==> src/rtl/hss_pkg.sv <==
//------------------------------------------------------------------------------
// hss_pkg
// Shared types, codes and the half-step phase table of the stepper sequencer.
//------------------------------------------------------------------------------
`default_nettype none

package hss_pkg;

    localparam int COUNT_BITS_DEF = 16;
    localparam int CFG_W          = 16;
    localparam int APB_DW         = 32;
    localparam int APB_AW         = 4;

    // register indexes, byte address is 4 * index
    localparam logic [1:0] REG_PRERUN  = 2'd0;
    localparam logic [1:0] REG_SEEK    = 2'd1;
    localparam logic [1:0] REG_SLOT    = 2'd2;
    localparam logic [1:0] REG_REVERSE = 2'd3;

    localparam logic [CFG_W-1:0] PRERUN_RST = 16'd4296;
    localparam logic [CFG_W-1:0] SEEK_RST   = 16'd12288;
    localparam logic [CFG_W-1:0] SLOT_RST   = 16'd512;

    // command codes carried by each tick
    localparam logic [1:0] MODE_TICK   = 2'd0;
    localparam logic [1:0] MODE_CALIB  = 2'd1;
    localparam logic [1:0] MODE_ROTATE = 2'd2;
    localparam logic [1:0] MODE_OFF    = 2'd3;

    typedef enum logic [1:0] {
        OP_IDLE   = 2'd0,
        OP_PRERUN = 2'd1,
        OP_SEEK   = 2'd2,
        OP_ROTATE = 2'd3
    } op_t;

    typedef struct packed {
        logic [CFG_W-1:0] prerun_steps;
        logic [CFG_W-1:0] seek_limit;
        logic [CFG_W-1:0] slot_steps;
        logic             reverse;
    } cfg_t;

    typedef struct packed {
        logic [3:0] coils;
        logic       busy_res;
        logic       done_res;
        logic       seek_error;
    } res_t;

    function automatic logic [3:0] phase_coils(input logic [2:0] phase);
        logic [3:0] pat;
        unique case (phase)
            3'd0:    pat = 4'b0001;
            3'd1:    pat = 4'b0011;
            3'd2:    pat = 4'b0010;
            3'd3:    pat = 4'b0110;
            3'd4:    pat = 4'b0100;
            3'd5:    pat = 4'b1100;
            3'd6:    pat = 4'b1000;
            default: pat = 4'b1001;
        endcase
        return pat;
    endfunction

endpackage

`default_nettype wire

==> src/rtl/hss_if.sv <==
//------------------------------------------------------------------------------
// hss channel interfaces
// Valid/ready channels for step ticks and for the per-tick results.
//------------------------------------------------------------------------------
`default_nettype none

interface hss_cmd_if;
    logic       valid;
    logic       ready;
    logic [1:0] mode;
    logic       opto_aligned;

    modport source (output valid, output mode, output opto_aligned, input ready);
    modport sink   (input valid, input mode, input opto_aligned, output ready);
endinterface

interface hss_res_if;
    logic       valid;
    logic       ready;
    logic [3:0] coils;
    logic       busy_res;
    logic       done_res;
    logic       seek_error;

    modport source (output valid, output coils, output busy_res, output done_res,
                    output seek_error, input ready);
    modport sink   (input valid, input coils, input busy_res, input done_res,
                    input seek_error, output ready);
endinterface

`default_nettype wire

==> src/rtl/hss_cfg_regs.sv <==
//------------------------------------------------------------------------------
// hss_cfg_regs
// APB register file holding step counts and the direction bit.
//------------------------------------------------------------------------------
`default_nettype none

module hss_cfg_regs
(
    input  wire logic                       clk,
    input  wire logic                       rst_n,
    input  wire logic                       psel,
    input  wire logic                       penable,
    input  wire logic                       pwrite,
    input  wire logic [hss_pkg::APB_AW-1:0] paddr,
    input  wire logic [hss_pkg::APB_DW-1:0] pwdata,
    output logic      [hss_pkg::APB_DW-1:0] prdata,
    output logic                            pready,
    output hss_pkg::cfg_t                   cfg
);
    import hss_pkg::*;

    logic [CFG_W-1:0] prerun_reg;
    logic [CFG_W-1:0] seek_reg;
    logic [CFG_W-1:0] slot_reg;
    logic             reverse_reg;
    logic             wr_en;
    logic [1:0]       reg_idx;

    assign pready  = 1'b1;
    assign wr_en   = psel && penable && pwrite;
    assign reg_idx = paddr[3:2];

    always_ff @(posedge clk or negedge rst_n)
    begin
        if (!rst_n)
        begin
            prerun_reg  <= PRERUN_RST;
            seek_reg    <= SEEK_RST;
            slot_reg    <= SLOT_RST;
            reverse_reg <= 1'b0;
        end
        else if (wr_en)
        begin
            unique case (reg_idx)
                REG_PRERUN:  prerun_reg  <= pwdata[CFG_W-1:0];
                REG_SEEK:    seek_reg    <= pwdata[CFG_W-1:0];
                REG_SLOT:    slot_reg    <= pwdata[CFG_W-1:0];
                default:     reverse_reg <= pwdata[0];
            endcase
        end
    end

    always_comb
    begin
        unique case (reg_idx)
            REG_PRERUN: prdata = APB_DW'(prerun_reg);
            REG_SEEK:   prdata = APB_DW'(seek_reg);
            REG_SLOT:   prdata = APB_DW'(slot_reg);
            default:    prdata = APB_DW'(reverse_reg);
        endcase
    end

    assign cfg.prerun_steps = prerun_reg;
    assign cfg.seek_limit   = seek_reg;
    assign cfg.slot_steps   = slot_reg;
    assign cfg.reverse      = reverse_reg;

endmodule

`default_nettype wire

==> src/rtl/hss_seq_core.sv <==
//------------------------------------------------------------------------------
// hss_seq_core
// Operation state, step counter and phase index, updated once per tick.
//------------------------------------------------------------------------------
`default_nettype none

module hss_seq_core
#(
    parameter int COUNT_BITS = hss_pkg::COUNT_BITS_DEF
)
(
    input  wire logic          clk,
    input  wire logic          rst_n,
    input  wire logic          accept,
    input  wire logic [1:0]    mode,
    input  wire logic          opto_aligned,
    input  wire hss_pkg::cfg_t cfg,
    output hss_pkg::res_t      res
);
    import hss_pkg::*;

    localparam int CMP_W = (COUNT_BITS > CFG_W) ? COUNT_BITS : CFG_W;
    localparam logic [CMP_W-1:0] CNT_MAX = CMP_W'({COUNT_BITS{1'b1}});

    op_t                  op_reg, op_next, op_eff;
    logic [COUNT_BITS-1:0] cnt_reg, cnt_next, cnt_eff, cnt_inc;
    logic [2:0]           phase_reg, phase_next, phase_step;
    logic [3:0]           coil_reg, coil_next;
    logic [CMP_W-1:0]     pre_lim, seek_lim, slot_lim, cnt_ext, inc_ext;
    logic                 seek_over, slot_reached, slot_after;
    logic                 done, err;

    // register values beyond the counter range act as its maximum
    function automatic logic [CMP_W-1:0] sat_lim(input logic [CFG_W-1:0] r);
        logic [CMP_W-1:0] v;
        v = CMP_W'(r);
        return (v > CNT_MAX) ? CNT_MAX : v;
    endfunction

    assign pre_lim  = sat_lim(cfg.prerun_steps);
    assign seek_lim = sat_lim(cfg.seek_limit);
    assign slot_lim = sat_lim(cfg.slot_steps);

    // next state: start commands, prerun to seek hand-over, finish conditions
    always_comb
    begin
        op_eff  = op_reg;
        cnt_eff = cnt_reg;
        if (op_reg == OP_IDLE && mode == MODE_CALIB)
        begin
            op_eff  = OP_PRERUN;
            cnt_eff = '0;
        end
        else if (op_reg == OP_IDLE && mode == MODE_ROTATE)
        begin
            op_eff  = OP_ROTATE;
            cnt_eff = '0;
        end
        if (op_eff == OP_PRERUN && CMP_W'(cnt_eff) >= pre_lim)
        begin
            op_eff  = OP_SEEK;
            cnt_eff = '0;
        end

        cnt_inc      = cnt_eff + COUNT_BITS'(1);
        cnt_ext      = CMP_W'(cnt_eff);
        inc_ext      = CMP_W'(cnt_inc);
        seek_over    = cnt_ext >= seek_lim;
        slot_reached = cnt_ext >= slot_lim;
        slot_after   = inc_ext >= slot_lim;

        if (mode == MODE_OFF)
        begin
            op_next = OP_IDLE;
        end
        else
        begin
            unique case (op_eff)
                OP_PRERUN: op_next = OP_PRERUN;
                OP_SEEK:   op_next = (opto_aligned || seek_over) ? OP_IDLE : OP_SEEK;
                OP_ROTATE: op_next = (slot_reached || slot_after) ? OP_IDLE : OP_ROTATE;
                default:   op_next = OP_IDLE;
            endcase
        end
    end

    assign phase_step = cfg.reverse ? (phase_reg - 3'd1) : (phase_reg + 3'd1);

    // datapath and result flags
    always_comb
    begin
        cnt_next   = cnt_eff;
        phase_next = phase_reg;
        coil_next  = coil_reg;
        done       = 1'b0;
        err        = 1'b0;
        if (mode == MODE_OFF)
        begin
            cnt_next  = '0;
            coil_next = 4'd0;
        end
        else
        begin
            unique case (op_eff)
                OP_PRERUN:
                begin
                    phase_next = phase_step;
                    coil_next  = phase_coils(phase_step);
                    cnt_next   = cnt_inc;
                end
                OP_SEEK:
                begin
                    if (opto_aligned)
                    begin
                        done = 1'b1;
                    end
                    else
                    begin
                        phase_next = phase_step;
                        coil_next  = phase_coils(phase_step);
                        cnt_next   = cnt_inc;
                        if (seek_over)
                        begin
                            done = 1'b1;
                            err  = 1'b1;
                        end
                    end
                end
                OP_ROTATE:
                begin
                    if (slot_reached)
                    begin
                        done = 1'b1;
                    end
                    else
                    begin
                        phase_next = phase_step;
                        coil_next  = phase_coils(phase_step);
                        cnt_next   = cnt_inc;
                        done       = slot_after;
                    end
                end
                default: ;
            endcase
            // finishing clears the counter and de-energizes the coils
            if (done)
            begin
                cnt_next  = '0;
                coil_next = 4'd0;
            end
        end
    end

    always_ff @(posedge clk or negedge rst_n)
    begin
        if (!rst_n)
        begin
            op_reg    <= OP_IDLE;
            cnt_reg   <= '0;
            phase_reg <= 3'd0;
            coil_reg  <= 4'd0;
        end
        else if (accept)
        begin
            op_reg    <= op_next;
            cnt_reg   <= cnt_next;
            phase_reg <= phase_next;
            coil_reg  <= coil_next;
        end
    end

    assign res.coils      = coil_next;
    assign res.busy_res   = (op_next != OP_IDLE);
    assign res.done_res   = done;
    assign res.seek_error = err;

endmodule

`default_nettype wire

==> src/rtl/hss_out_stage.sv <==
//------------------------------------------------------------------------------
// hss_out_stage
// Result register; reloads in the same cycle the previous result is taken.
//------------------------------------------------------------------------------
`default_nettype none

module hss_out_stage
(
    input  wire logic          clk,
    input  wire logic          rst_n,
    input  wire logic          load,
    input  wire hss_pkg::res_t res_in,
    output logic               room,
    hss_res_if.source          res
);
    import hss_pkg::*;

    logic valid_reg;
    res_t data_reg;

    assign room = !valid_reg || res.ready;

    always_ff @(posedge clk or negedge rst_n)
    begin
        if (!rst_n)
        begin
            valid_reg <= 1'b0;
        end
        else if (load)
        begin
            valid_reg <= 1'b1;
        end
        else if (res.ready)
        begin
            valid_reg <= 1'b0;
        end
    end

    always_ff @(posedge clk)
    begin
        if (load)
        begin
            data_reg <= res_in;
        end
    end

    assign res.valid      = valid_reg;
    assign res.coils      = data_reg.coils;
    assign res.busy_res   = data_reg.busy_res;
    assign res.done_res   = data_reg.done_res;
    assign res.seek_error = data_reg.seek_error;

endmodule

`default_nettype wire

==> src/rtl/half_step_stepper_sequencer.sv <==
//------------------------------------------------------------------------------
// half_step_stepper_sequencer
// Half-step four-coil stepper sequencer with index seek calibration.
//
//   channel | dir | handshake          | payload
//   --------+-----+--------------------+----------------------------------------
//   cmd     | in  | valid/ready        | mode[1:0], opto_aligned
//   res     | out | valid/ready        | coils[3:0], busy_res, done_res, seek_error
//   apb     | in  | psel/penable/pready| paddr[3:0], pwdata/prdata[31:0]
//
// one tick per cycle unless res stalls: each transaction is resolved in one
// pass between the state registers and the result register, one result per tick
// a new tick is taken whenever the result register is empty or being emptied
// reset leaves the core coils off, phase index 0, idle, registers at defaults
// a stall on res holds the result and stops cmd; no state changes while stalled
//------------------------------------------------------------------------------
`default_nettype none

module half_step_stepper_sequencer
#(
    parameter int COUNT_BITS = hss_pkg::COUNT_BITS_DEF
)
(
    input  wire logic                       clk,
    input  wire logic                       rst_n,
    hss_cmd_if.sink                         cmd,
    hss_res_if.source                       res,
    input  wire logic                       psel,
    input  wire logic                       penable,
    input  wire logic                       pwrite,
    input  wire logic [hss_pkg::APB_AW-1:0] paddr,
    input  wire logic [hss_pkg::APB_DW-1:0] pwdata,
    output logic      [hss_pkg::APB_DW-1:0] prdata,
    output logic                            pready
);
    import hss_pkg::*;

    cfg_t cfg;
    res_t res_comb;
    logic room;
    logic accept;

    assign cmd.ready = room;
    assign accept    = cmd.valid && room;

    hss_cfg_regs u_cfg
    (
        .clk     (clk),
        .rst_n   (rst_n),
        .psel    (psel),
        .penable (penable),
        .pwrite  (pwrite),
        .paddr   (paddr),
        .pwdata  (pwdata),
        .prdata  (prdata),
        .pready  (pready),
        .cfg     (cfg)
    );

    hss_seq_core #(.COUNT_BITS(COUNT_BITS)) u_core
    (
        .clk          (clk),
        .rst_n        (rst_n),
        .accept       (accept),
        .mode         (cmd.mode),
        .opto_aligned (cmd.opto_aligned),
        .cfg          (cfg),
        .res          (res_comb)
    );

    hss_out_stage u_out
    (
        .clk    (clk),
        .rst_n  (rst_n),
        .load   (accept),
        .res_in (res_comb),
        .room   (room),
        .res    (res)
    );

endmodule

`default_nettype wire
==> src/flat_wrapper.sv <==
// flat-port wrapper written by rule: the top's interface ports become plain ports
module half_step_stepper_sequencer_flat import hss_pkg::*;
#(
    parameter int COUNT_BITS = hss_pkg::COUNT_BITS_DEF
)
  (clk, rst_n, psel, penable, pwrite, paddr, pwdata, prdata, pready, cmd_valid, cmd_mode, cmd_opto_aligned, cmd_ready, res_valid, res_coils, res_busy_res, res_done_res, res_seek_error, res_ready);
  hss_cmd_if cmd_i ();
  hss_res_if res_i ();
  input  wire logic clk;
  input  wire logic rst_n;
  input  wire logic psel;
  input  wire logic penable;
  input  wire logic pwrite;
  input  wire logic [hss_pkg::APB_AW-1:0] paddr;
  input  wire logic [hss_pkg::APB_DW-1:0] pwdata;
  output logic      [hss_pkg::APB_DW-1:0] prdata;
  output logic pready;
  input wire logic [$bits(cmd_i.valid)-1:0] cmd_valid;
  input wire logic [$bits(cmd_i.mode)-1:0] cmd_mode;
  input wire logic [$bits(cmd_i.opto_aligned)-1:0] cmd_opto_aligned;
  output wire logic [$bits(cmd_i.ready)-1:0] cmd_ready;
  output wire logic [$bits(res_i.valid)-1:0] res_valid;
  output wire logic [$bits(res_i.coils)-1:0] res_coils;
  output wire logic [$bits(res_i.busy_res)-1:0] res_busy_res;
  output wire logic [$bits(res_i.done_res)-1:0] res_done_res;
  output wire logic [$bits(res_i.seek_error)-1:0] res_seek_error;
  input wire logic [$bits(res_i.ready)-1:0] res_ready;
  assign cmd_i.valid = cmd_valid;
  assign cmd_i.mode = cmd_mode;
  assign cmd_i.opto_aligned = cmd_opto_aligned;
  assign cmd_ready = cmd_i.ready;
  assign res_valid = res_i.valid;
  assign res_coils = res_i.coils;
  assign res_busy_res = res_i.busy_res;
  assign res_done_res = res_i.done_res;
  assign res_seek_error = res_i.seek_error;
  assign res_i.ready = res_ready;
  half_step_stepper_sequencer #(.COUNT_BITS(COUNT_BITS)) u_core (.clk(clk), .rst_n(rst_n), .cmd(cmd_i), .res(res_i), .psel(psel), .penable(penable), .pwrite(pwrite), .paddr(paddr), .pwdata(pwdata), .prdata(prdata), .pready(pready));
endmodule
==> config.mk <==
export PLATFORM = sky130hd
export DESIGN_NAME = half_step_stepper_sequencer_flat
export DESIGN_NICKNAME = d
export VERILOG_FILES = /design/src/rtl/hss_pkg.sv /design/src/rtl/hss_if.sv /design/src/rtl/hss_cfg_regs.sv /design/src/rtl/hss_seq_core.sv /design/src/rtl/hss_out_stage.sv /design/src/rtl/half_step_stepper_sequencer.sv /design/src/flat_wrapper.sv
export SDC_FILE = /design/constraint.sdc
export NUM_CORES = 1
export LEC_CHECK = 0
export ABC_AREA = 1
export BUFFER_PORTS_ARGS = -buffer_cell sky130_fd_sc_hd__buf_4
export CAP_MARGIN = 20
export CORE_MARGIN = 4
export CORE_UTILIZATION = 50
export DETAILED_ROUTE_END_ITERATION = 16
export GPL_ROUTABILITY_DRIVEN = 1
export PLACE_DENSITY = 0.8
export SYNTH_ARGS = -nofsm -noshare
export SYNTH_HDL_FRONTEND = slang
export SYNTH_HIERARCHICAL = 1
export SYNTH_SLANG_ARGS = --single-unit
==> constraint.sdc <==
create_clock -name clk -period 5.05 [get_ports clk]
set_input_delay 0.505 -clock clk [delete_from_list [all_inputs] [get_ports clk]]
set_output_delay 0.505 -clock clk [all_outputs]
set_load 0.005 [all_outputs]
# [Word-level counts from Yosys, hierarchy flattened]
# Cells that the tools add are included.
[word_totals] in_bits=46 register_bits=82 output_inout_bits=42
[op_classes] eq_ne=17 add_sub_neg=3 reduce_logical=23 magnitude_cmp=7 muxes=36 bitwise_logic=3
[op_table] op="16-bit 2-to-1 mux" count=10
[op_table] op="16-bit case mux with 3 select lines" count=2
[op_table] op="16-bit greater-or-equal comparator" count=4
[op_table] op="16-bit > comparator, second input constant" count=3
[op_table] op="4-bit case mux with 7 select lines" count=1
[op_table] op="16-bit by 1-bit adder with 16-bit output, second input constant" count=1
[op_table] op="4-bit 2-to-1 mux" count=4
[op_table] op="2-bit 2-to-1 mux" count=6
[op_table] op="4-bit case mux with 3 select lines" count=1
[op_table] op="2-bit == test, second input constant" count=5
[op_table] op="3-bit == test, second input constant" count=3
[op_table] op="3-bit 2-to-1 mux" count=3
[op_table] op="3-bit case mux with 3 select lines" count=1
[op_table] op="2-bit by 1-bit == test with 1-bit output, second input constant" count=4
[op_table] op="2-bit AND reduction" count=4
[op_table] op="3-bit by 2-bit == test with 1-bit output, second input constant" count=2
[op_table] op="1-bit logical AND" count=6
[op_table] op="1-bit 2-to-1 mux" count=6
[op_table] op="2-bit case mux with 3 select lines" count=1
[op_table] op="3-bit OR reduction" count=2
[op_table] op="5-bit AND reduction" count=1
[op_table] op="2-bit logical NOT" count=2
[op_table] op="2-bit != test, second input constant" count=2
[op_table] op="2-bit nonzero test" count=2
[op_table] op="other kinds (9)" count=13

# [Logic depth before layout (Yosys ltp)]
# Gate-level depths: netlist (run 1).
[logic_depth] ltp_word=14 mapped_depth=37 depth_no_buf=35

# [Cells and area by module]
# Netlist (run 1), hierarchy kept.
[modules_own_cells] module="hss_seq_core" instances=1 area_each_um2=4073.9 cells_each=619
[modules_own_cells] module="hss_cfg_regs" instances=1 area_each_um2=2419.8 cells_each=310
[modules_own_cells] module="hss_out_stage" instances=1 area_each_um2=255.2 cells_each=12
[modules_own_cells] module="half_step_stepper_sequencer" instances=1 area_each_um2=7.5 cells_each=2

# [Least setup slack after synthesis (run 1)]
# OpenSTA, ideal clock, no wires.
[synth_timing] kind="register to register" from="register u_core.u_core.op_reg[0]" to="register u_core.u_core.cnt_reg[6]" path_slack_ns=0.423 t_arrival_ns=4.562 stages_incl_launch_ff=32 setup_time_ns=0.066 n_path_buf=3 cell_sequence="dfrtp_1 nor2_2 nand3_2 inv_2 buf_2 nor2_1 ha_1 a21oi_1 o21a_1 nand2_1 nand2_1 nand2_1 nand2_8 buf_12 inv_2 nor2_1 ha_1 nand4_2 nor2_4 nand4_1 and2_1 ha_1 nand2_1 o21ai_0 nor2_1 nand3_1 o21ai_0 nand3_1 inv_1 buf_4 nand2_1 nand2_1"
[synth_between] elab_chain_cells=14 elab_cells_between_ends=29 classes_between="add/sub (1); order compare (4); eq/ne (4); mux (16); reduce/logical (4)"
[synth_lines] item="start: declaration" line="hss_seq_core.sv:25" rtl="op_t op_reg, op_next, op_eff;"
[synth_lines] item="start signal: assignment" line="hss_seq_core.sv:165" rtl="op_reg <= op_next;"
[synth_lines] item="2-bit logical NOT" line="hss_seq_core.sv:49, hss_seq_core.sv:54"
[synth_lines] item="1-bit logical AND" line="hss_seq_core.sv:54" rtl="else if (op_reg == OP_IDLE && mode == MODE_ROTATE)"
[synth_lines] item="16-bit 2-to-1 mux or 2-bit 2-to-1 mux (tied branches)" line="hss_seq_core.sv:54"
[synth_lines] item="16-bit 2-to-1 mux or 2-bit 2-to-1 mux (tied branches)" line="hss_seq_core.sv:49" rtl="if (op_reg == OP_IDLE && mode == MODE_CALIB)"
[synth_lines] item="16-bit greater-or-equal comparator or 2-bit by 1-bit == test with 1-bit output (tied branches)" line="hss_seq_core.sv:59" rtl="if (op_eff == OP_PRERUN && CMP_W'(cnt_eff) >= pre_lim)"
[synth_lines] item="1-bit logical AND" line="hss_seq_core.sv:59"
[synth_lines] item="16-bit 2-to-1 mux" line="hss_seq_core.sv:59"
[synth_lines] item="16-bit by 1-bit adder with 16-bit output or 16-bit greater-or-equal comparator (tied branches)" line="hss_seq_core.sv:65, hss_seq_core.sv:68"
[synth_lines] item="16-bit greater-or-equal comparator or 1-bit 2-to-1 mux (tied branches)" line="hss_seq_core.sv:70, hss_seq_core.sv:122"
[synth_lines] item="1-bit 2-to-1 mux, on equally long branches" line="hss_seq_core.sv:131, hss_seq_core.sv:113"
[synth_lines] item="1-bit case mux with 2 select lines" line="hss_seq_core.sv:104" rtl="unique case (op_eff)"
[synth_lines] item="1-bit 2-to-1 mux" line="hss_seq_core.sv:97" rtl="if (mode == MODE_OFF)"
[synth_lines] item="16-bit 2-to-1 mux (*)" line="hss_seq_core.sv:146" rtl="if (done)"
[synth_lines] item="16-bit 2-to-1 mux (*)" line="hss_seq_core.sv:97"
[synth_lines] item="end signal: assignment" line="hss_seq_core.sv:166" rtl="cnt_reg <= cnt_next;"
[synth_lines] item="end: declaration" line="hss_seq_core.sv:26" rtl="logic [COUNT_BITS-1:0] cnt_reg, cnt_next, cnt_eff, cnt_inc;"
# Mark *: on every way between the ends. The rest lies on a longest branch, timed or not. The select of a mux whose other input is x is not followed.
# A chain may end at the register's enable or synchronous reset.

# [Worst setup path after layout (run 1)]
[layout_timing] from="register u_core.u_core.op_reg[1]" to="register u_core.u_core.coil_reg[0]"
[layout_between] elab_chain_cells=14 elab_cells_between_ends=28 classes_between="add/sub (1); order compare (4); eq/ne (4); mux (15); reduce/logical (4)"
[layout_lines] item="2-bit logical NOT" line="hss_seq_core.sv:49, hss_seq_core.sv:54"
[layout_lines] item="1-bit logical AND" line="hss_seq_core.sv:54"
[layout_lines] item="16-bit 2-to-1 mux or 2-bit 2-to-1 mux (tied branches)" line="hss_seq_core.sv:54"
[layout_lines] item="16-bit 2-to-1 mux or 2-bit 2-to-1 mux (tied branches)" line="hss_seq_core.sv:49"
[layout_lines] item="16-bit greater-or-equal comparator or 2-bit by 1-bit == test with 1-bit output (tied branches)" line="hss_seq_core.sv:59"
[layout_lines] item="1-bit logical AND" line="hss_seq_core.sv:59"
[layout_lines] item="16-bit 2-to-1 mux" line="hss_seq_core.sv:59"
[layout_lines] item="16-bit by 1-bit adder with 16-bit output or 16-bit greater-or-equal comparator (tied branches)" line="hss_seq_core.sv:65, hss_seq_core.sv:68"
[layout_lines] item="16-bit greater-or-equal comparator or 1-bit 2-to-1 mux (tied branches)" line="hss_seq_core.sv:70, hss_seq_core.sv:122"
[layout_lines] item="1-bit 2-to-1 mux, on equally long branches" line="hss_seq_core.sv:131, hss_seq_core.sv:113"
[layout_lines] item="1-bit case mux with 2 select lines" line="hss_seq_core.sv:104"
[layout_lines] item="1-bit 2-to-1 mux" line="hss_seq_core.sv:97"
[layout_lines] item="4-bit 2-to-1 mux (*)" line="hss_seq_core.sv:146"
[layout_lines] item="4-bit 2-to-1 mux (*)" line="hss_seq_core.sv:97"
[layout_lines] item="end signal: assignment" line="hss_seq_core.sv:168" rtl="coil_reg <= coil_next;"
[layout_lines] item="end: declaration" line="hss_seq_core.sv:28" rtl="logic [3:0] coil_reg, coil_next;"
# Marked as above.

==> results of run 1 <==
-- power breakdown --
group,internal [mW],leakage (nW),switching (mW),total [mW]
logic,0.544,3.18,0.871,1.41
registers,0.836,1.02,0.117,0.953
clock network,0.332,0.129,0.276,0.607
-- cells by family after synthesis --
group	count (synthesis)
AOI/OAI and AO/OA	91
xor gates and xnor gates	8
DFF	82
buffers and inverters	165
other	2
adders and majority gates	71
and+or+nand+nor	524
-- metal layers --
layer  up-vias  GRT usage
met5         -          0
met4         0     0.0909
met3        30     0.0322
met2       205      0.360
met1      2853      0.304
li1       3124          -
-- cell type report --
type | count | area share
multi-input combinational | 711 | 0.510
sequential | 82 | 0.270
timing repair buffer | 95 | 0.0950
inverter | 128 | 0.0631
clock buffer | 11 | 0.0300
tap | 176 | 0.0283
clock inverter | 5 | 0.00403
-- critical path: cells and delay by family (launching register included) --
family,cells,cell delay (ns)
buffers and inverters,6,0.72
adder cells (fa/ha/maj),3,0.69
flip-flops,1,0.42
AND/OR/NAND/NOR,18,2.13
AO/OA/AOI/OAI,5,0.73
-- path summary, 6_finish.rpt --
check | endpoint | from | cells after the start | slack [ns]
worst max-delay path | u_core/u_core/coil_reg[0]$_DFFE_PN0P_ | u_core/u_core/op_reg[1]$_DFFE_PN0P_ | 32 | 0.30
worst min-delay path | u_core/u_cfg/seek_reg[5]$_DFFE_PN0P_ | rst_n | 1 | 0.31
worst max register to register | u_core/u_core/coil_reg[0]$_DFFE_PN0P_ | u_core/u_core/op_reg[1]$_DFFE_PN0P_ | 32 | 0.30
worst min register to register | u_core/u_cfg/prerun_reg[3]$_DFFE_PN1P_ | u_core/u_cfg/prerun_reg[3]$_DFFE_PN1P_ | 2 | 0.47
max in group asynchronous | u_core/u_core/op_reg[0]$_DFFE_PN0P_ | rst_n | 1 | 4.05
min in group clk | u_core/u_cfg/slot_reg[1]$_DFFE_PN0P_ | pwdata[1] | 3 | 0.37
-- synthesized netlist by cell type, drive strengths merged, types with 7 or more instances --
| library cell | n |
|---|---|
| a21oi | 38 |
| and2 | 8 |
| buf | 35 |
| dfrtp | 68 |
| dfstp | 7 |
| edfxtp | 7 |
| ha | 70 |
| inv | 126 |
| nand2 | 373 |
| nand3 | 62 |
| nand4 | 12 |
| nor2 | 57 |
| nor3 | 12 |
| o21ai | 44 |
| xor2 | 7 |
-- layout by cell type (no fill, tap or decap), types with 2 or more instances in the layout --
cell | netlist | routed
nand2_1 | 358 | 358
inv_1 | 112 | 112
buf_4 | 27 | 93
ha_1 | 70 | 69
dfrtp_1 | 68 | 67
nand3_1 | 53 | 53
nor2_1 | 41 | 39
a21oi_1 | 38 | 38
o21ai_0 | 30 | 28
conb_1 | 2 | 17
o21ai_1 | 13 | 14
inv_2 | 13 | 12
nand4_1 | 10 | 10
clkbuf_16 | 0 | 9
nor2_4 | 8 | 9
nand2_2 | 8 | 8
and2_1 | 8 | 8
nor2_2 | 6 | 7
nand3_2 | 7 | 7
dfstp_2 | 7 | 7
nor3_1 | 8 | 7
edfxtp_1 | 7 | 7
nand2_4 | 6 | 6
xor2_1 | 5 | 5
clkinv_2 | 1 | 4
nor3_2 | 3 | 4
o211ai_1 | 4 | 4
clkbuf_1 | 2 | 2
clkinvlp_4 | 0 | 2
inv_4 | 1 | 2
nand3_4 | 2 | 2
nor2_8 | 2 | 2
xor2_2 | 2 | 2
buf_12 | 1 | 2
==> qor.csv, run 1 <==
metric;value;unit
worst setup margin;0.300;ns
layout cell share with drive strength beyond 1;0.181;
DIE AREA;15400;µm²
Reg clk slew, reported paths;0.06;ns
max_slew headroom;0.357;
Post-DP Area;7470;µm²
minimum clock period after layout;4.75;ns
CTS Root Cell;clkbuf_16;
Tightest Pin Transition;0.964;ns
top cells by area, synth;dfrtp_1, nand2_1, ha_1;
# setup viols final;0;
fraction of the mapped netlist area in simple logic gates;0.355;
pre-CTS setup slack;-0.0928;ns
max incr delay on CP;0.42;ns
Util after Layout;0.587;
Req. time, crit path;5.34;ns
post-synthesis mux area share;0;
Non-Filler Instances;1208;
vias per inst;5.14;
WHS;0.312;ns
CP Capture Type;flip-flop;
ant diodes;0;
dpl cells;1192;
Ys Warns;6;
XOR/XNOR Fraction of Synth Area;0.0126;
DR top layer;met4;
Top FF cell, synth;dfrtp_1;
Syn Std Cell Area;6760;µm²
setup TNS;0;ns
sequential-to-total area share from yosys stat;0.310;
I/O pins;88;
detailed placement HPWL;13.4;mm
largest net degree at the start of global routing;76;
H-tree depth;3;
Met1 Routed Length;7.75;mm
Port Buffer Count;52;
via count;6212;
period utilisation layout;0.941;
Wirelength per Cell;14.4;µm
CTS Sinks;82;
filler instances;1199;
routed wl met2;8.10;mm
Reg area;2100;µm²
static leakage;4.33;nW
die height;124;µm
CTS Hold Bufs;0;
CTS tree;yes;
GRT overflow;0;
Setup crit start kind;flip-flop;
first-pass GRT wire length;28.2;mm
vias in the first global route;5737;
FFs w/ async S/R, synth;0.915;
peak supply drop;204;µV
most used cell, CP;nand2_1;
Max FO, Critical Path;9;
CP max stage cell;dfrtp_1;
area of the multi-input gates;3960;µm²
Row Count;42;
Max Cap Viol;0;
CP Class;reg2reg;
DRT antenna net count;0;
Peak Freq;211;MHz
Yosys top cell by area;dfrtp_1;
Core Area;13200;µm²
post-cts sizing count;0;
initial antenna violation count;0;
Mapped Cells;943;
gr usage total;0.224;
DRT iter0 DRCs;394;
Setup Buffers After CTS;0;
Post-layout nets;1144;
pwr/cell area;383;nW/µm²
post-synth top area share;0.252;
final wirelength;17.3;mm
Max Root-Sink Buffers;2;
largest family of logic cells by synthesized area;simple AND/OR/NAND/NOR gates;
Die Wd;124;µm
gp weighted congestion;0.942;
Final Hold Fails;0;
EDFF count, synth;7;
area added between synthesis and finish;15.0;%
status;completed;
RSZ-0062 raised after global routing;yes;
CTS buffer count;9;
wire length on met3;1.07;mm
initial core utilization;0.510;
Hold Crit Class;in2async;
compound-cell area share of the yosys netlist;0.0722;
syn_area_per_cell;7.16;µm²
Final Cell Area;7770;µm²
Pre-Repair DR Iteration Count;5;
post-synthesis adder-cell area fraction;0.133;
number of synthesized register bits;82;
DRC violations left;0;
Max Slew Vio Count;0;
Arr. time, crit path;5.04;ns
clk_skew;0.0110;ns
Tot Pwr;2.97;mW
clk_lat worst skew;0.35;ns
Cell variety after synth;46;
Note: power is estimated with default switching activity, not from simulation.
==> run 2: changes to the inputs <==
ABC_AREA = 0   (was 1)
GPL_ROUTABILITY_DRIVEN = 0   (was 1)
GPL_TIMING_DRIVEN = 1   (was unset)
==> run 2 against run 1 <==
Net effect:
- the flow now finishes with violations (negative setup slack)
- critical path depth is 3 lower
- worst hold slack gained 0.083 ns
- count of clock-buffer cells in the layout stayed put
- die area fell by 3.7%
- power up 19%
- sequential power barely moved
- routed wire length rose by 26%
- non-clock buffer count increased by 90
- clock power increased by 31%
- register-to-register slack got worse by 1.3 ns
- highest routed layer unchanged
==> qor.csv, run 2 <==
metric;value;unit;change
Arr. time, crit path;6.34;ns;+1.30 ns
combinational power share;0.506;;+0.030
Post-synth top cells;ha_1, dfrtp_1, inv_1;;
Post-DP Area;7800;µm²;+4.4%
Max Root-Sink Buffers;2;;unchanged
die height;122;µm;-1.9%
area of the multi-input gates;4370;µm²;+10%
number of synthesized register bits;82;;unchanged
pwr/cell area;405;nW/µm²;+5.9%
Clk pwr share;0.225;;+0.021
Setup crit start kind;flip-flop;;
failing checks;negative setup slack;;
Reg area;2100;µm²;about the same
top cells by area, synth;dfrtp_1, ha_1, mux2_2;;
Post-layout nets;965;;-16%
minimum clock period after layout;6.09;ns;+1.34 ns
Reg clk slew, reported paths;0.07;ns;about the same
# setup viols final;31;;+31
Sequential Power Share;0.269;;-0.051
detailed placement HPWL;14.1;mm;+4.8%
largest net degree at the start of global routing;76;;unchanged
Hold Crit Depth;2;;
Util after Layout;0.689;;+0.102
DRC violations left;0;;unchanged
CP Capture Type;flip-flop;;
peak supply drop;250;µV;+23%
Syn Std Cell Area;6490;µm²;-4.0%
Die Wd;122;µm;-1.9%
Core Area;12700;µm²;-4.3%
Yosys top cell by area;dfrtp_1;;
max_slew headroom;0.350;;-0.00709
filler instances;848;;-29%
vias in the first global route;6490;;+13%
pre-CTS setup slack;-1.03;ns;-0.932 ns
Tot Pwr;3.54;mW;+19%
layout cell share with drive strength beyond 1;0.397;;+0.216
gr usage total;0.281;;+0.0572
Ys Warns;6;;unchanged
Switching Fraction;0.391;;-0.0334
Port Buffer Count;52;;unchanged
DRT iter0 DRCs;717;;+82%
ant diodes;0;;unchanged
Non-Filler Instances;1024;;-15%
DIE AREA;14900;µm²;-3.7%
Row Count;41;;-2.4%
EDFF count, synth;7;;unchanged
Final Hold Fails;0;;unchanged
area added between synthesis and finish;34.6;%;
post-synth top area share;0.262;;+0.0105
Max FO, Critical Path;7;;-2
DRT antenna net count;0;;unchanged
CTS Root Cell;clkbuf_16;;
Top FF cell, synth;dfrtp_1;;
most frequent cells in the layout;buf_4, dfrtp_1, inv_1, ha_1, nand2_1;;
RSZ-0062 raised after global routing;yes;;
Final Cell Area;8730;µm²;+12%
GRT overflow;0;;unchanged
Hold Crit Class;in2reg;;
status;finished with violations;;
Max Slew Vio Count;0;;unchanged
P_int;2.15;mW;+26%
switching power;1.38;mW;+9.6%
Wirelength per Cell;21.4;µm;+49%
R2R depth;29;;-9.4%
FFs w/ async S/R, synth;0.915;;unchanged
initial core utilization;0.512;;+0.00169
Tightest Pin Transition;0.975;ns;+0.0106 ns
worst setup margin;-1.04;ns;-1.34 ns
clk_skew;0.0138;ns;+0.00286 ns
vias per inst;6.18;;+20%
Req. time, crit path;5.30;ns;-0.04 ns
Peak Freq;164;MHz;-22%
final wirelength;21.9;mm;+26%
Max Cap Viol;0;;unchanged
initial antenna violation count;0;;unchanged
max incr delay on CP;0.43;ns;about the same
Mapped Cells;673;;-29%
r2r setup slk;-1.04;ns;-1.34 ns
via count;6327;;+1.9%
CTS tree;yes;;
dpl cells;974;;-18%
period utilisation layout;1.21;;+0.265
commonest non-fill, non-tap cell in the layout;buf_4;;
most frequent cell after synthesis;ha_1;;
CP max stage cell;or3_4;;
CTS Sinks;82;;unchanged
first-pass GRT wire length;32.6;mm;+16%
Pre-Repair DR Iteration Count;7;;+2
CP Class;reg2reg;;
I/O pins;88;;unchanged
static leakage;4.25;nW;-1.8%
H-tree depth;3;;unchanged
sequential-to-total area share from yosys stat;0.323;;+0.0129
syn_area_per_cell;9.64;µm²;+35%
clk_lat worst skew;0.36;ns;about the same
CTS buffer count;9;;unchanged
Cell variety after synth;85;;+85%
[run 2: cell types whose count changed after synthesis, moves of 8 or more]
cell	delta
nand2_1	-308
inv_1	-44
nand3_1	-43
mux2_2	+40
mux2i_1	+20
xnor2_1	+17
a21oi_1	-14
inv_2	-13
mux2_4	+10
and2_1	+9
o21ai_0	+8
[run 2: worst paths after layout]
check / endpoint / startpoint
setup / recovery: u_core/u_core/cnt_reg[3]$_DFFE_PN0P_ / u_core/u_core/op_reg[0]$_DFFE_PN0P_
hold / removal: u_core/u_cfg/prerun_reg[9]$_DFFE_PN0P_ / pwdata[9]
setup reg to reg: u_core/u_core/cnt_reg[3]$_DFFE_PN0P_ / u_core/u_core/op_reg[0]$_DFFE_PN0P_
hold reg to reg: u_core/u_core/coil_reg[1]$_DFFE_PN0P_ / u_core/u_core/coil_reg[1]$_DFFE_PN0P_
max in group asynchronous: u_core/u_cfg/prerun_reg[3]$_DFFE_PN1P_ / rst_n
min in group asynchronous: u_core/u_cfg/prerun_reg[14]$_DFFE_PN0P_ / rst_n
[run 2: repair_timing]
| item | CTS | global route |
|---|---|---|
| hold buffers | 0 | 1 |
| gates resized for setup | 26 | 28 |
| hold endpoints to repair | 0 | 5 |
| cloned | 1 | 0 |
| endpoints found under the setup margin | 31 | 31 |
| pin swaps | 17 | 27 |
| setup buffers | 16 | 16 |
[run 2: through the flow]
step	TNS (ns)	hold WS, ns
detailed placement	-25.26	0.485
CTS	-13.86	0.355
floorplan	-12.84	0.209
global placement	-21.05	0.476
global route	-32.28	0.392
finish	-24.92	0.395
[run 2: cells by family (layout without fill, tap and decap cells)]
kind of cell / count (synthesis) / count (layout) / share of synthesized area
simple gates: 184 / 185 / 0.150
mux: 71 / 71 / 0.127
compound gates: 136 / 136 / 0.152
other cells: 2 / 17 / 0.00116
fa+ha+maj: 71 / 71 / 0.138
buf+inv: 106 / 269 / 0.0808
flops: 82 / 82 / 0.323
xor+xnor: 21 / 21 / 0.0284
[run 2: layout make-up]
cell class,count,area share
multi-input cells,501,0.500
flip-flops and latches,82,0.240
repair buffers,185,0.165
inverters,69,0.0300
clock buffers,11,0.0291
well taps,172,0.0246
clock inverters,4,0.0110
[run 2: per-layer routing]
metal | vias up | global-route usage | part of all wire
met5 | - | 0 | 0
met4 | 0 | 0.162 | 0.067
met3 | 155 | 0.0803 | 0.084
met2 | 391 | 0.484 | 0.49
met1 | 3077 | 0.310 | 0.36
li1 | 2704 | - | -
[run 2: power groups by stage]
stage / registers [mW] / clock network [mW] / logic [mW]
floorplan: 0.940 / 0 / 0.915
global placement: 0.941 / 0 / 1.41
detailed placement: 0.954 / 0 / 1.48
CTS: 0.948 / 0.797 / 1.61
global route: 0.970 / 0.831 / 1.91
finish: 0.951 / 0.797 / 1.79
[run 2: worst max-delay path, delay by kind of cell, from the launching register on]
| kind | cells | cell delay [ns] |
|---|---|---|
| simple gates | 12 | 2.32 |
| compound gates | 10 | 2.30 |
| fa+ha+maj | 3 | 0.64 |
| flops | 1 | 0.41 |
| buf+inv | 4 | 0.31 |
==> run 3: changes to the inputs <==
CELL_PAD_IN_SITES_DETAIL_PLACEMENT = 1   (was unset)
CELL_PAD_IN_SITES_GLOBAL_PLACEMENT = 1   (was unset)
CORE_UTILIZATION = 46   (was 50)
PLACE_DENSITY = 0.91   (was 0.8)
==> run 3 against run 2 <==
Net effect:
- the run still ends with negative setup slack left
- sequential power up 4.9%
- sequential share of layout area down 1.2 points
- via count rose by 17%
- core utilization fell by 2.3 points
- sequential cell count did not move
- count of clock-buffer cells in the layout decreased by 1
- final area increased by 5.5%
- cell count is 3.4% higher
- critical path depth is 1 higher
- power is 14% higher
==> qor.csv, run 3 (synthesized netlist as in run 2, its figures left out) <==
metric;value;unit;change
Max Slew Vio Count;0;;unchanged
static leakage;4.42;nW;+4.1%
most frequent cells in the layout;buf_4, dfrtp_1, inv_1, ha_1, nand2_1;;
peak supply drop;467;µV;+87%
RSZ-0062 raised after global routing;yes;;
Util after Layout;0.666;;-0.0230
failing checks;negative setup slack;;
Tightest Pin Transition;1.40;ns;+0.424 ns
period utilisation layout;1.32;;+0.113
R2R Path Start;u_core/u_core/op_reg[1]$_DFFE_PN0P_;;
GRT overflow;0;;unchanged
Arr. time, crit path;6.97;ns;+0.63 ns
first-pass GRT wire length;47.2;mm;+45%
ant diodes;0;;unchanged
largest net degree at the start of global routing;76;;unchanged
detailed placement HPWL;18.8;mm;+33%
CP max stage cell;a2111oi_4;;
CTS Root Cell;clkbuf_16;;
via count;7376;;+17%
clk_lat worst skew;0.38;ns;+0.02 ns
I/O pins;88;;unchanged
Pre-Repair DR Iteration Count;5;;-2
final wirelength;37.7;mm;+72%
Post-DP Area;7860;µm²;+0.77%
clk_skew;0.0121;ns;-0.00173 ns
# setup viols final;32;;+3.2%
pwr/cell area;439;nW/µm²;+8.4%
layout cell share with drive strength beyond 1;0.460;;+0.0629
Core Area;13800;µm²;+9.1%
setup TNS;-44.35;ns;-19.42 ns
max incr delay on CP;0.50;ns;+0.07 ns
Max Root-Sink Buffers;2;;unchanged
R2R depth;30;;+3.4%
gr usage total;0.392;;+0.111
R2R Path End;u_core/u_core/cnt_reg[0]$_DFFE_PN0P_;;
Wirelength per Cell;35.6;µm;+66%
Min-Delay Endpoint;u_core/u_cfg/slot_reg[6]$_DFFE_PN0P_;;
CTS buffer count;9;;unchanged
Final Hold Fails;0;;unchanged
CTS Sinks;82;;unchanged
Worst Setup SP;u_core/u_core/op_reg[1]$_DFFE_PN0P_;;
Hold Crit Depth;2;;unchanged
Final Cell Area;9210;µm²;+5.5%
die height;127;µm;+4.0%
Row Count;43;;+4.9%
worst setup margin;-1.61;ns;-0.571 ns
CP Class;reg2reg;;
vias per inst;6.97;;+13%
CP Capture Type;flip-flop;;
commonest non-fill, non-tap cell in the layout;buf_4;;
DIE AREA;16100;µm²;+8.1%
Req. time, crit path;5.36;ns;+0.06 ns
Max FO, Critical Path;4;;-3
Reg clk slew, reported paths;0.07;ns;about the same
max_slew headroom;0.0572;;-0.293
Setup crit start kind;flip-flop;;
Hold Crit Class;in2reg;;
initial core utilization;0.469;;-0.0428
area added between synthesis and finish;42.0;%;
DRC violations left;0;;unchanged
DRT antenna net count;0;;unchanged
minimum clock period after layout;6.66;ns;+0.571 ns
initial antenna violation count;0;;unchanged
H-tree depth;3;;unchanged
vias in the first global route;7534;;+16%
status;finished with violations;;
Post-layout nets;991;;+2.7%
CTS tree;yes;;
Max Cap Viol;0;;unchanged
Peak Freq;150;MHz;-8.6%
Port Buffer Count;52;;unchanged
filler instances;1480;;+75%
Die Wd;127;µm;+4.0%
r2r setup slk;-1.61;ns;-0.57 ns
Hold Startpoint;pwdata[6];;
DRT iter0 DRCs;951;;+33%
run 3: worst max-delay path by stage:
stage | endpoint | slack [ns]
finish | u_core/u_core/cnt_reg[0]$_DFFE_PN0P_ | -1.61
global route | u_core/u_core/cnt_reg[11]$_DFFE_PN0P_ | -1.61
CTS | u_core/u_core/cnt_reg[3]$_DFFE_PN0P_ | -0.83
detailed placement | u_core/u_core/cnt_reg[3]$_DFFE_PN0P_ | -1.40
global placement | u_core/u_core/cnt_reg[15]$_DFFE_PN0P_ | -0.86
floorplan | u_core/u_core/cnt_reg[15]$_DFFE_PN0P_ | -0.66
run 3: cell type report:
| class | count | area, µm² | area share |
|---|---|---|---|
| multi-input cells | 501 | 4630 | 0.503 |
| flip-flops and latches | 82 | 2100 | 0.228 |
| repair buffers | 211 | 1680 | 0.183 |
| inverters | 69 | 264 | 0.0287 |
| clock buffers | 10 | 239 | 0.0260 |
| well taps | 180 | 225 | 0.0245 |
| clock inverters | 6 | 71.3 | 0.00774 |
run 3: worst max-delay path: cells and delay by family (launching register included):
kind / cells / cell delay, ns
XOR/XNOR: 1 / 0.15
flip-flops: 1 / 0.43
buffers and inverters: 4 / 0.55
AND/OR/NAND/NOR: 10 / 1.80
adder cells (fa/ha/maj): 3 / 0.78
AO/OA/AOI/OAI: 12 / 2.85
run 3: layer usage:
layer / wire [µm] / share of wire / GRT usage
met2: 16800 / 0.45 / 0.658
met4: 4070 / 0.11 / 0.283
met5: 0 / 0 / 0
met3: 3890 / 0.10 / 0.0960
met1: 12900 / 0.34 / 0.432
run 3: power by group:
| part | internal, mW | switching [mW] |
|---|---|---|
| Clock | 0.404 | 0.343 |
| Combinational | 0.961 | 1.34 |
| Sequential | 0.835 | 0.163 |
run 3: stage by stage:
stage	setup WS [ns]	instances	power, mW	hold slack [ns]
2_1_floorplan	-0.662	688	1.85	0.209
3_3_place_gp	-0.855	986	2.39	0.478
3_5_place_dp	-1.40	987	2.56	0.492
4_1_cts	-0.835	1029	3.45	0.360
5_1_grt	-1.61	1059	4.13	0.374
6_report	-1.61	1059	4.05	0.374
run 3: timing repair:
action / CTS / global route
cloned: 1 / 0
setup buffers: 25 / 28
hold endpoints to repair: 0 / 10
hold buffers: 0 / 1
endpoints found under the setup margin: 31 / 32
pin swaps: 36 / 54
gates resized for setup: 53 / 67
